## src/tts_pkg.sv

```systemverilog
// Shared types, constants and the tetrahedron corner table for the hexahedron splitter.
// No dependencies; imported by every module of the block.
`default_nettype none
package tts_pkg;

	localparam int CELL_W         = 24;
	localparam int DIM_W          = 12;
	localparam int NUM_CORNERS    = 8;
	localparam int NUM_TETS       = 6;
	localparam int TET_CNT_W      = 3;
	localparam int INDEX_BITS_DEF = 24;
	localparam int BITS_PER_STAGE = 4;
	localparam int DIV_STAGES     = CELL_W / BITS_PER_STAGE;
	localparam int ADDR_W         = 4;
	localparam logic [TET_CNT_W-1:0] LAST_TET = TET_CNT_W'(NUM_TETS - 1);

	typedef enum logic [1:0] {
		REG_MIRROR = 2'd0,
		REG_CELLS_X = 2'd1,
		REG_CELLS_Y = 2'd2,
		REG_NONE = 2'd3
	} reg_idx_t;

	// corner positions of the six tetrahedra, first vertex ordering
	localparam logic [2:0] TET_TBL [NUM_TETS][4] = '{
		'{3'd0, 3'd5, 3'd1, 3'd6},
		'{3'd0, 3'd1, 3'd3, 3'd6},
		'{3'd1, 3'd3, 3'd6, 3'd2},
		'{3'd6, 3'd3, 3'd0, 3'd7},
		'{3'd6, 3'd7, 3'd0, 3'd5},
		'{3'd7, 3'd5, 3'd4, 3'd0}
	};

	// control word of one divider stage
	typedef struct packed {
		logic [CELL_W-1:0] cidx;
		logic [CELL_W-1:0] num;    // dividend shifting out, quotient shifting in
		logic [DIM_W-1:0]  rem;
		logic              r1_odd; // remainder of the X division is odd
	} div_ctl_t;

endpackage
`default_nettype wire

```

## src/tts_div_stage.sv

```systemverilog
// One stage of the pipelined restoring divider: four quotient bits per stage.
// Carries the corner indices alongside; depends on tts_pkg.
`default_nettype none
module tts_div_stage
	import tts_pkg::*;
#(
	parameter int CORNER_W = INDEX_BITS_DEF
) (
	input  wire logic                            clk,
	input  wire logic                            arst_n,
	input  wire logic [DIM_W-1:0]                divisor,
	input  wire logic                            in_valid,
	output logic                                 in_ready,
	input  wire div_ctl_t                        in_ctl,
	input  wire logic [NUM_CORNERS*CORNER_W-1:0] in_corn,
	output logic                                 out_valid,
	input  wire logic                            out_ready,
	output div_ctl_t                             out_ctl,
	output logic [NUM_CORNERS*CORNER_W-1:0]      out_corn
);

	logic                            valid_s1;
	div_ctl_t                        ctl_s1;
	logic [NUM_CORNERS*CORNER_W-1:0] corn_s1;
	div_ctl_t                        nxt;

	always_comb begin
		logic [DIM_W:0] r13;
		nxt = in_ctl;
		for (int b = 0; b < BITS_PER_STAGE; b++) begin
			r13 = {nxt.rem, nxt.num[CELL_W-1]};
			nxt.num = {nxt.num[CELL_W-2:0], 1'b0};
			if (r13 >= {1'b0, divisor}) begin
				r13 = r13 - {1'b0, divisor};
				nxt.num[0] = 1'b1;
			end
			nxt.rem = r13[DIM_W-1:0];
		end
	end

	assign in_ready = !valid_s1 || out_ready;

	always_ff @(posedge clk or negedge arst_n) begin
		if (!arst_n) begin
			valid_s1 <= 1'b0;
		end else if (in_ready) begin
			valid_s1 <= in_valid;
		end
	end

	always_ff @(posedge clk) begin
		if (in_ready && in_valid) begin
			ctl_s1  <= nxt;
			corn_s1 <= in_corn;
		end
	end

	assign out_valid = valid_s1;
	assign out_ctl   = ctl_s1;
	assign out_corn  = corn_s1;

endmodule
`default_nettype wire

```

## src/tts_emit.sv

```systemverilog
// Mirrors the corners of one cell and issues its six tetrahedra through an output register.
// Depends on tts_pkg.
`default_nettype none
module tts_emit
	import tts_pkg::*;
#(
	parameter int CORNER_W = INDEX_BITS_DEF
) (
	input  wire logic                            clk,
	input  wire logic                            arst_n,
	input  wire logic                            mirror_en,
	input  wire logic                            in_valid,
	output logic                                 in_ready,
	input  wire div_ctl_t                        in_ctl,
	input  wire logic [NUM_CORNERS*CORNER_W-1:0] in_corn,
	output logic                                 out_valid,
	input  wire logic                            out_ready,
	output logic [5*CELL_W-1:0]                  out_data,
	output logic                                 out_last
);

	logic                 busy_q;
	logic [TET_CNT_W-1:0] cnt_q;
	logic                 flip_q;
	logic [CELL_W-1:0]    cell_q;
	logic [CORNER_W-1:0]  corn_q [NUM_CORNERS];
	logic                 oval_q;
	logic [5*CELL_W-1:0]  odata_q;
	logic                 olast_q;

	logic                mx, my, mz, adv, load;
	logic [CORNER_W-1:0] c0 [NUM_CORNERS];
	logic [CORNER_W-1:0] c1 [NUM_CORNERS];
	logic [CORNER_W-1:0] c2 [NUM_CORNERS];
	logic [CORNER_W-1:0] c3 [NUM_CORNERS];
	logic [CORNER_W-1:0] va, vb, vc, vd;

	// mirror flags from the parities left by the divider
	assign mx = mirror_en && !in_ctl.r1_odd;
	assign my = mirror_en && in_ctl.rem[0];
	assign mz = mirror_en && in_ctl.num[0];

	always_comb begin
		for (int i = 0; i < NUM_CORNERS; i++) begin
			c0[i] = in_corn[i*CORNER_W +: CORNER_W];
		end
		for (int i = 0; i < NUM_CORNERS; i++) begin
			c1[i] = mx ? c0[i ^ 1] : c0[i];
		end
		for (int i = 0; i < NUM_CORNERS; i++) begin
			c2[i] = my ? c1[i ^ 3] : c1[i];
		end
		for (int i = 0; i < NUM_CORNERS; i++) begin
			c3[i] = mz ? c2[i ^ 4] : c2[i];
		end
	end

	always_comb begin
		va = corn_q[0];
		vb = corn_q[0];
		vc = corn_q[0];
		vd = corn_q[0];
		for (int k = 0; k < NUM_TETS; k++) begin
			if (cnt_q == TET_CNT_W'(k)) begin
				va = corn_q[TET_TBL[k][0]];
				vb = corn_q[TET_TBL[k][1]];
				vc = corn_q[TET_TBL[k][2]];
				vd = corn_q[TET_TBL[k][3]];
			end
		end
	end

	assign adv      = busy_q && (!oval_q || out_ready);
	assign in_ready = !busy_q || (adv && cnt_q == LAST_TET);
	assign load     = in_valid && in_ready;

	always_ff @(posedge clk or negedge arst_n) begin
		if (!arst_n) begin
			busy_q <= 1'b0;
			cnt_q  <= '0;
			oval_q <= 1'b0;
		end else begin
			if (load) begin
				busy_q <= 1'b1;
				cnt_q  <= '0;
			end else if (adv) begin
				cnt_q <= cnt_q + 1'b1;
				if (cnt_q == LAST_TET) begin
					busy_q <= 1'b0;
				end
			end
			if (adv) begin
				oval_q <= 1'b1;
			end else if (out_ready) begin
				oval_q <= 1'b0;
			end
		end
	end

	always_ff @(posedge clk) begin
		if (load) begin
			corn_q <= c3;
			flip_q <= mx ^ my ^ mz;
			cell_q <= in_ctl.cidx;
		end
		if (adv) begin
			// odd orientation: exchange the last two vertices
			odata_q <= {cell_q,
				CELL_W'(flip_q ? vc : vd), CELL_W'(flip_q ? vd : vc),
				CELL_W'(vb), CELL_W'(va)};
			olast_q <= (cnt_q == LAST_TET);
		end
	end

	assign out_valid = oval_q;
	assign out_data  = odata_q;
	assign out_last  = olast_q;

endmodule
`default_nettype wire

```

## src/hexa_to_six_tetra_split_top.sv

```systemverilog
// Hexahedron to six tetrahedra splitter: input stream, result stream, APB registers.
// Instantiates tts_div_stage and tts_emit; depends on tts_pkg.
//
// Input channel s_*: one transaction per cell, tdata = cell_index, corner0..corner7.
// Output channel m_*: six transactions per cell, tdata = tet_a..tet_d, source_cell;
// m_tlast marks the sixth tetrahedron of a cell.
// Registers over APB: 0x0 mirror_enable, 0x4 cells_x, 0x8 cells_y; pready is tied high.
// Grid parities come from a twelve-stage restoring divider (four quotient bits per
// stage): cell_index / cells_x, then that quotient / cells_y.
// m_tvalid rises once a cell has passed the twelve divider stages and the emitter's
// corner and output registers. The single output channel sets the throughput; while
// the emitter is busy the divider takes a new cell every cycle until its stages fill.
// Reset clears all valid bits and restores the registers (mirroring off, 2 x 1 grid).
// When m_tready is low the output register holds its transaction and the stall backs up
// stage by stage; nothing is dropped or repeated. A zero grid size counts as one.
// Write registers only while no cell is in flight.
`default_nettype none
module hexa_to_six_tetra_split_top
	import tts_pkg::*;
#(
	parameter int INDEX_BITS = INDEX_BITS_DEF
) (
	input  wire logic                   clk,
	input  wire logic                   arst_n,
	input  wire logic                   s_tvalid,
	output logic                        s_tready,
	// cell_index, corner0 .. corner7, 24 bits each from bit 0
	input  wire logic [9*CELL_W-1:0]    s_tdata,
	output logic                        m_tvalid,
	input  wire logic                   m_tready,
	// tet_a, tet_b, tet_c, tet_d, source_cell, 24 bits each from bit 0
	output logic [5*CELL_W-1:0]         m_tdata,
	output logic                        m_tlast,
	input  wire logic                   psel,
	input  wire logic                   penable,
	input  wire logic                   pwrite,
	input  wire logic [ADDR_W-1:0]      paddr,
	input  wire logic [31:0]            pwdata,
	output logic [31:0]                 prdata,
	output logic                        pready
);

	localparam int CORNER_W = (INDEX_BITS < CELL_W) ? INDEX_BITS : CELL_W;
	localparam int NST = 2 * DIV_STAGES;

	logic             mirror_q;
	logic [DIM_W-1:0] cells_x_q, cells_y_q, nx, ny;
	reg_idx_t         ridx;

	assign pready = 1'b1;
	assign ridx   = reg_idx_t'(paddr[3:2]);

	always_ff @(posedge clk or negedge arst_n) begin
		if (!arst_n) begin
			mirror_q  <= 1'b0;
			cells_x_q <= DIM_W'(2);
			cells_y_q <= DIM_W'(1);
		end else if (psel && penable && pwrite && pready) begin
			unique case (ridx)
				REG_MIRROR:  mirror_q  <= pwdata[0];
				REG_CELLS_X: cells_x_q <= pwdata[DIM_W-1:0];
				REG_CELLS_Y: cells_y_q <= pwdata[DIM_W-1:0];
				default: ;
			endcase
		end
	end

	always_comb begin
		unique case (ridx)
			REG_MIRROR:  prdata = {31'd0, mirror_q};
			REG_CELLS_X: prdata = {{(32-DIM_W){1'b0}}, cells_x_q};
			REG_CELLS_Y: prdata = {{(32-DIM_W){1'b0}}, cells_y_q};
			default:     prdata = '0;
		endcase
	end

	assign nx = (cells_x_q == '0) ? DIM_W'(1) : cells_x_q;
	assign ny = (cells_y_q == '0) ? DIM_W'(1) : cells_y_q;

	logic                            vld  [NST+1];
	logic                            rdy  [NST+1];
	div_ctl_t                        ctl  [NST+1];
	logic [NUM_CORNERS*CORNER_W-1:0] corn [NST+1];
	div_ctl_t                        ctl_in [NST];

	assign vld[0] = s_tvalid;
	assign s_tready = rdy[0];
	assign ctl[0] = '{cidx: s_tdata[CELL_W-1:0], num: s_tdata[CELL_W-1:0],
		rem: '0, r1_odd: 1'b0};

	for (genvar i = 0; i < NUM_CORNERS; i++) begin : g_corn
		assign corn[0][i*CORNER_W +: CORNER_W] = s_tdata[(i+1)*CELL_W +: CORNER_W];
	end

	for (genvar i = 0; i < NST; i++) begin : g_div
		if (i == DIV_STAGES) begin : g_restart
			// second division: quotient by cells_y, keep X remainder parity
			assign ctl_in[i] = '{cidx: ctl[i].cidx, num: ctl[i].num, rem: '0,
				r1_odd: ctl[i].rem[0]};
		end else begin : g_pass
			assign ctl_in[i] = ctl[i];
		end
		tts_div_stage #(.CORNER_W(CORNER_W)) u_stage (
			.clk       (clk),
			.arst_n    (arst_n),
			.divisor   ((i < DIV_STAGES) ? nx : ny),
			.in_valid  (vld[i]),
			.in_ready  (rdy[i]),
			.in_ctl    (ctl_in[i]),
			.in_corn   (corn[i]),
			.out_valid (vld[i+1]),
			.out_ready (rdy[i+1]),
			.out_ctl   (ctl[i+1]),
			.out_corn  (corn[i+1])
		);
	end

	tts_emit #(.CORNER_W(CORNER_W)) u_emit (
		.clk       (clk),
		.arst_n    (arst_n),
		.mirror_en (mirror_q),
		.in_valid  (vld[NST]),
		.in_ready  (rdy[NST]),
		.in_ctl    (ctl[NST]),
		.in_corn   (corn[NST]),
		.out_valid (m_tvalid),
		.out_ready (m_tready),
		.out_data  (m_tdata),
		.out_last  (m_tlast)
	);

endmodule
`default_nettype wire

```

## config.mk

```make
export PLATFORM = sky130hd
export DESIGN_NAME = hexa_to_six_tetra_split_top
export DESIGN_NICKNAME = d
export VERILOG_FILES = /design/src/tts_pkg.sv /design/src/tts_div_stage.sv /design/src/tts_emit.sv /design/src/hexa_to_six_tetra_split_top.sv
export SDC_FILE = /design/constraint.sdc
export NUM_CORES = 2
export LEC_CHECK = 0
export BUFFER_PORTS_ARGS = -buffer_cell sky130_fd_sc_hd__buf_2
export CAP_MARGIN = 5
export CORE_ASPECT_RATIO = 0.5
export CORE_MARGIN = 1
export CORE_UTILIZATION = 25
export CTS_CLUSTER_DIAMETER = 100
export DETAILED_ROUTE_END_ITERATION = 6
export GPL_ROUTABILITY_DRIVEN = 0
export PLACE_DENSITY = 0.5
export SLEW_MARGIN = 25
export SYNTH_ARGS = -nofsm -noshare
export SYNTH_HDL_FRONTEND = slang
export SYNTH_SLANG_ARGS = --single-unit
```

## constraint.sdc

```tcl
create_clock -name clk -period 27.2 [get_ports clk]
set_input_delay 1.36 -clock clk [delete_from_list [all_inputs] [get_ports clk]]
set_output_delay 1.36 -clock clk [all_outputs]
set_load 0.02 [all_outputs]
```

Word-level counts from Yosys, hierarchy flattened. Index checks and enable logic that the tools add are counted.

Register bits: 3365. Input bits: 259. Output and inout port bits: 156. Logic and storage cells: 401.

Add/sub/neg operators: 49. $lt $le $gt $ge: 48. Equal/unequal tests: 7. Multiplexer cells: 151. Bitwise gates (word level): 2. Reduce and logical (&&, ||, !) cells: 60.

Operators by type and width (count): 24-bit two-way mux (48); 13-bit by 12-bit >= comparator with 1-bit output (46); 12-bit two-way mux (48); 12-bit subtractor (44); 1-bit two-way mux (52); 12-bit case mux with 3 select lines (1); 1-bit by 12-bit >= comparator with 1-bit output (2); 12-bit zero test (2); 1-bit by 12-bit subtractor with 12-bit output (2); 1-bit logical AND (20); 1-bit zero test (15); 1-bit logical OR (14); 2-bit AND reduction (4); 3-bit by 2-bit equality test with 1-bit output, second input constant (2); 3-bit equality test, second input constant (2); 3-bit two-way mux (2); 2-bit nonzero test (3); 3-bit by 1-bit adder with 3-bit output, second input constant (1); 3-bit by 1-bit equality test with 1-bit output, second input constant (1); 3-bit zero test (1); 2-bit by 1-bit equality test with 1-bit output, second input constant (1); 2-bit equality test, second input constant (1); 2-bit zero test (1); 1-bit subtractor (2); 1-bit XOR (2).

Depth between registers and ports, before layout.
Depth in word-level cells: 18. Gate-level depth with buffers: 52.

Hierarchy. Synthesis repeated with hierarchy kept, for this count alone.

Cell total of the unflattened synthesis: 9525. Area total of the unflattened synthesis: 148439.9 um2.

Modules (own cells, without submodules): tts_div_stage at g_div[1].u_stage ... (times used 5, cells each 615, area an instance 10386.2 um2, sequential area each 7622.3 um2); tts_div_stage at g_div[0].u_stage ... (times used 4, cells each 612, area an instance 10326.2 um2, sequential area each 7622.3 um2); tts_emit (times used 1, cells each 2011, area an instance 22527.9 um2, sequential area each 10274.9 um2); tts_div_stage at g_div[5].u_stage ... (times used 2, cells each 621, area an instance 10421.2 um2, sequential area each 7622.3 um2); tts_div_stage at g_div[3].u_stage (times used 1, cells each 622, area an instance 10410.0 um2, sequential area each 7622.3 um2); hexa_to_six_tetra_split_top (times used 1, cells each 127, area an instance 1423.9 um2, sequential area each 628.1 um2).

Least setup slack after synthesis. No wires, ideal clock.

Path kind: input -> register. From: in m_tready. To: reg g_div[3].u_stage.corn_s1[0], enable pin. Data arrival time: 19.677 ns. Data required time: 25.978 ns. Slack: 6.301 ns. Cell stages on the path: 6. Buffers on the path: 0. Cell sequence: nand2b_1 a21boi_0 nand4_1 nor2_1 and3_1 a21boi_0.

Word-level cells in the longest chain between the ends: 14.

RTL lines: from (decl) (RTL line hexa_to_six_tetra_split_top.sv:30) `input wire logic m_tready,`; 1-bit logical OR (RTL line tts_emit.sv:73) `assign adv = busy_q && (!oval_q || out_ready);`; 1-bit logical AND (RTL line tts_emit.sv:73); 1-bit logical AND (RTL line tts_emit.sv:74) `assign in_ready = !busy_q || (adv && cnt_q == LAST_TET);`; 1-bit logical OR (RTL line tts_emit.sv:74); 1-bit logical OR (9 in series) (RTL line tts_div_stage.sv:41) `assign in_ready = !valid_s1 || out_ready;`; 1-bit logical AND (RTL line tts_div_stage.sv:52) `if (in_ready && in_valid) begin`; to (signal assigned) (RTL line tts_div_stage.sv:54) `corn_s1 <= in_corn;`; to (decl) (RTL line tts_div_stage.sv:24) `logic [NUM_CORNERS*CORNER_W-1:0] corn_s1;`.

No other way between the ends. A chain may end at the register's enable or synchronous reset.

==> impl_summary.md <==
Final layout
The area taken by flip-flops and latches is 0.0972 mm2. In the final layout, the share of cells above drive strength 1 is 0.155. The multi-input combinational cells in the finished layout cover a total of 0.0394 mm2. After filler insertion, the fill cell instance count of the layout stands at 54700. In the final design database the tool counted 10400 nets. Compared with the post-synthesis result, the final layout area differs by 15.8%.

STA
In this run the tightest slew margin relative to its limit is 0.206. Timing would allow up to 77.2 MHz. The final cycle utilization of the critical path is 0.476.

Setup violations remaining at the end of the flow were counted as 0. The number of max-slew violations in the final report was 0. The shortest clock period the worst path allows after layout is 12950 ps. Setup repair after global routing left no endpoint under its margin. At the pin with the least slew margin, the transition time is 1180 ps. The setup skew after layout is 92.6 ps. In the final timing run, aggregate negative setup slack is 0 ps. The final hold violation count came to 0.

Worst setup path
For the worst flop-to-flop path, the logic depth is 44. By startpoint and endpoint, the worst setup path is classified as register to register. The most prevalent standard cell on the critical path is sky130_fd_sc_hd__a21oi_1. Of all nets on the critical path, the largest fanout is 19. The nature of the critical path startpoint is a register. On the critical path, the stage with the largest delay is an instance of sky130_fd_sc_hd__o21ai_0.

STA classifies the critical path endpoint as a register. The data arrival time of the critical path is 13580 ps. The worst endpoint required time is 27830 ps. For this run, the slowest stage of the critical path takes 560 ps.

Synth
Synthesis produced a netlist whose cell count is 8980. The fraction of post-synthesis cell area in the top cell type by area is 0.694. By count the netlist is led by sky130_fd_sc_hd__edfxtp_1, sky130_fd_sc_hd__ha_1, sky130_fd_sc_hd__nand2_1. In the post-synthesis netlist, the biggest area contributors are sky130_fd_sc_hd__edfxtp_1, sky130_fd_sc_hd__ha_1, sky130_fd_sc_hd__mux2_2. Among all flip-flop cells after synthesis, the most frequent one is sky130_fd_sc_hd__edfxtp_1. In the synthesized netlist the async set-or-reset flop fraction comes to 0.0129.

In this run the mean area of a mapped cell was 15.4 um2. After synthesis, the netlist uses 102 different library cells. By instance count, the leading cell after synthesis is sky130_fd_sc_hd__edfxtp_1.

The number of synthesized register bits is 3245. The synthesized design spends more area on one cell type than any other, namely sky130_fd_sc_hd__edfxtp_1. The number of enable-type register cells in the synthesized netlist is 3203. The sequential fraction of the synthesis area is 0.701.

For this run, the number of Yosys warnings is 0. The area of the mapped netlist is 0.139 mm2.

Global route
For this run, the total global-route usage over all layers was measured as 0.112. The initial antenna violation count is 21. Global routing finished with a remaining overflow of 0.

Entering global routing, the biggest net connects 165 pins. The first-pass GRT wire length is 477000 um. The number of global-route vias before repair was 75700.

Placement
Buffers placed on the I/O ports in this run total 371. Detailed placement finished with a half-perimeter wire length of 223000 um.

CTS
The clock root buffer is sky130_fd_sc_hd__clkbuf_16. The longest clock path from root to sink contains 4 buffers. The number of clock sinks is 3245.

The clock tree from TritonCTS is yes. The clock edge transition at the registers on the reported setup and hold paths is 60 ps. The number of buffers added to fix hold violations after cts is 0. The number of cells upsized or downsized after cts is 0.

The number of H-tree branching levels is 5. In this run the post-CTS setup repair buffer count came out at 0. The number of buffers created by CTS is 321. At the later pin of the worst-skew pair, clock insertion delay measures 960 ps.

Hold path
The cell depth of the worst hold path is 0. The tightest min-delay check is of the register to register type.

Route
The detailed router finished its first iteration with 4736 violations. The count of nets left with antenna violations once routing finished came out at 0. After detailed routing, the number of remaining DRC violations is 0. The average wire per standard cell is 19.0 um. After detailed routing, the number of vias per cell comes to 4.37. The detailed-route via count is 75200.

The final wirelength is 327000 um. The total iterations of the first detailed-routing run is 6.

Die
Row generation in the floorplan step produced 192 rows. The die outline area is 0.558 mm2. The die is 1060 um wide. The starting density of the core is 0.252.

The number of I/O pins is 415. The area of the core is 0.550 mm2. The floorplan die height is 529 um.

Run status
The run finished with clean final reports.

Job
The total of max-cap violations is 0.
==> cell usage in the layout, fill, tap and decap left out, types with 41 or more instances in the layout <==
master	n
sky130_fd_sc_hd__mux2_2	433
sky130_fd_sc_hd__ha_1	561
sky130_fd_sc_hd__o21ai_0	458
sky130_fd_sc_hd__inv_1	300
sky130_fd_sc_hd__buf_2	371
sky130_fd_sc_hd__o21bai_1	44
sky130_fd_sc_hd__edfxtp_1	3203
sky130_fd_sc_hd__o31ai_1	41
sky130_fd_sc_hd__o21a_1	81
sky130_fd_sc_hd__nor2b_1	124
sky130_fd_sc_hd__buf_4	142
sky130_fd_sc_hd__fa_1	44
sky130_fd_sc_hd__nand2_1	528
sky130_fd_sc_hd__a21oi_1	461
sky130_fd_sc_hd__a211oi_1	58
sky130_fd_sc_hd__nand2b_1	64
sky130_fd_sc_hd__o211ai_1	58
sky130_fd_sc_hd__nor2_1	411
sky130_fd_sc_hd__nor3_1	109
sky130_fd_sc_hd__clkbuf_1	56
sky130_fd_sc_hd__clkinv_2	45
sky130_fd_sc_hd__a21o_1	108
sky130_fd_sc_hd__clkinv_1	62
sky130_fd_sc_hd__xnor2_1	234
sky130_fd_sc_hd__nand3_1	83
sky130_fd_sc_hd__xor2_1	94
sky130_fd_sc_hd__a221oi_1	54
sky130_fd_sc_hd__mux2i_1	477
sky130_fd_sc_hd__nand4_1	92
sky130_fd_sc_hd__clkbuf_16	323
==> registers in the layout, indices dropped and copies added, names as in the netlist <==
register / count
mirror_q: 1
u_emit.flip_q: 1
u_emit.busy_q: 1
u_emit.corn_q: 192
u_emit.cnt_q: 3
u_emit.out_last: 1
u_emit.out_data: 120
g_div.u_stage.out_ctl: 561
cells_y_q: 12
cells_x_q: 12
g_div.u_stage.out_valid: 12
u_emit.cell_q: 24
u_emit.out_valid: 1
g_div.u_stage.out_corn: 2304
==> final timing paths <==
path / from / end / slack (ps)
max: cells_y_q[4] / g_div[10].u_stage.out_ctl[3] / 14250
min: g_div[4].u_stage.out_corn[160] / g_div[5].u_stage.out_corn[160] / 330
max reg2reg: cells_y_q[4] / g_div[10].u_stage.out_ctl[3] / 14250
min reg2reg: g_div[4].u_stage.out_corn[160] / g_div[5].u_stage.out_corn[160] / 330
max in group asynchronous: arst_n / cells_x_q[7] / 25830
min in group asynchronous: arst_n / u_emit.cnt_q[2] / 590
==> worst max-delay path, delay by kind of cell, from the launching register on <==
| kind | cells | cell delay (ps) |
|---|---|---|
| multiplexers | 2 | 870 |
| flip-flops | 1 | 410 |
| buffers and inverters | 4 | 850 |
| adder cells (fa/ha/maj) | 4 | 1190 |
| AND/OR/NAND/NOR | 11 | 2650 |
| AO/OA/AOI/OAI | 23 | 6710 |
==> cells by family (layout without fill, tap and decap cells) <==
kind of cell               after synthesis  after routing  share of synthesized area
xor gates and xnor gates               328            328                     0.0207
muxes                                  930            930                     0.0713
AOI/OAI and AO/OA                     1677           1677                     0.0779
and+or+nand+nor                       1619           1619                     0.0550
buffers and inverters                  573           1408                     0.0165
DFF                                   3245           3245                      0.701
other                                    2             30                  0.0000542
adders and majority gates              606            606                     0.0571
==> metal layers <==
| layer | vias up | GRT usage | share of wire |
|---|---|---|---|
| met2 | 1429 | 0.205 | 0.51 |
| li1 | 35900 | - | - |
| met3 | 609 | 0.0142 | 0.034 |
| met4 | 6 | 0.0457 | 0.041 |
| met5 | - | 0 | 0.00011 |
| met1 | 37200 | 0.134 | 0.41 |
==> metrics by stage <==
| step | setup WS (ps) | hold slack, ps | util | std cells | instance area (um2) |
|---|---|---|---|---|---|
| floorplan | 6300 | 400 | - | 8999 | 139000 |
| CTS | 14090 | 314 | 0.292 | 17200 | 160000 |
| detailed placement | 14140 | 405 | 0.273 | 16600 | 150000 |
| global placement | 14200 | 401 | 0.273 | 16600 | 150000 |
| finish | 14250 | 330 | 0.292 | 17200 | 160000 |
| global route | 13230 | 330 | 0.292 | 17200 | 160000 |
==> cell type report <==
cell class,count,share of cell area
tap,7372,0.0575
multi-input combinational,5181,0.245
clock inverter,193,0.0124
inverter,312,0.00731
antenna,9,0.000140
timing repair buffer,522,0.0194
sequential,3245,0.606
clock buffer,381,0.0519
Power is not shown: default switching activity piles up to over one toggle a cycle in this logic, so the estimate is an artifact.
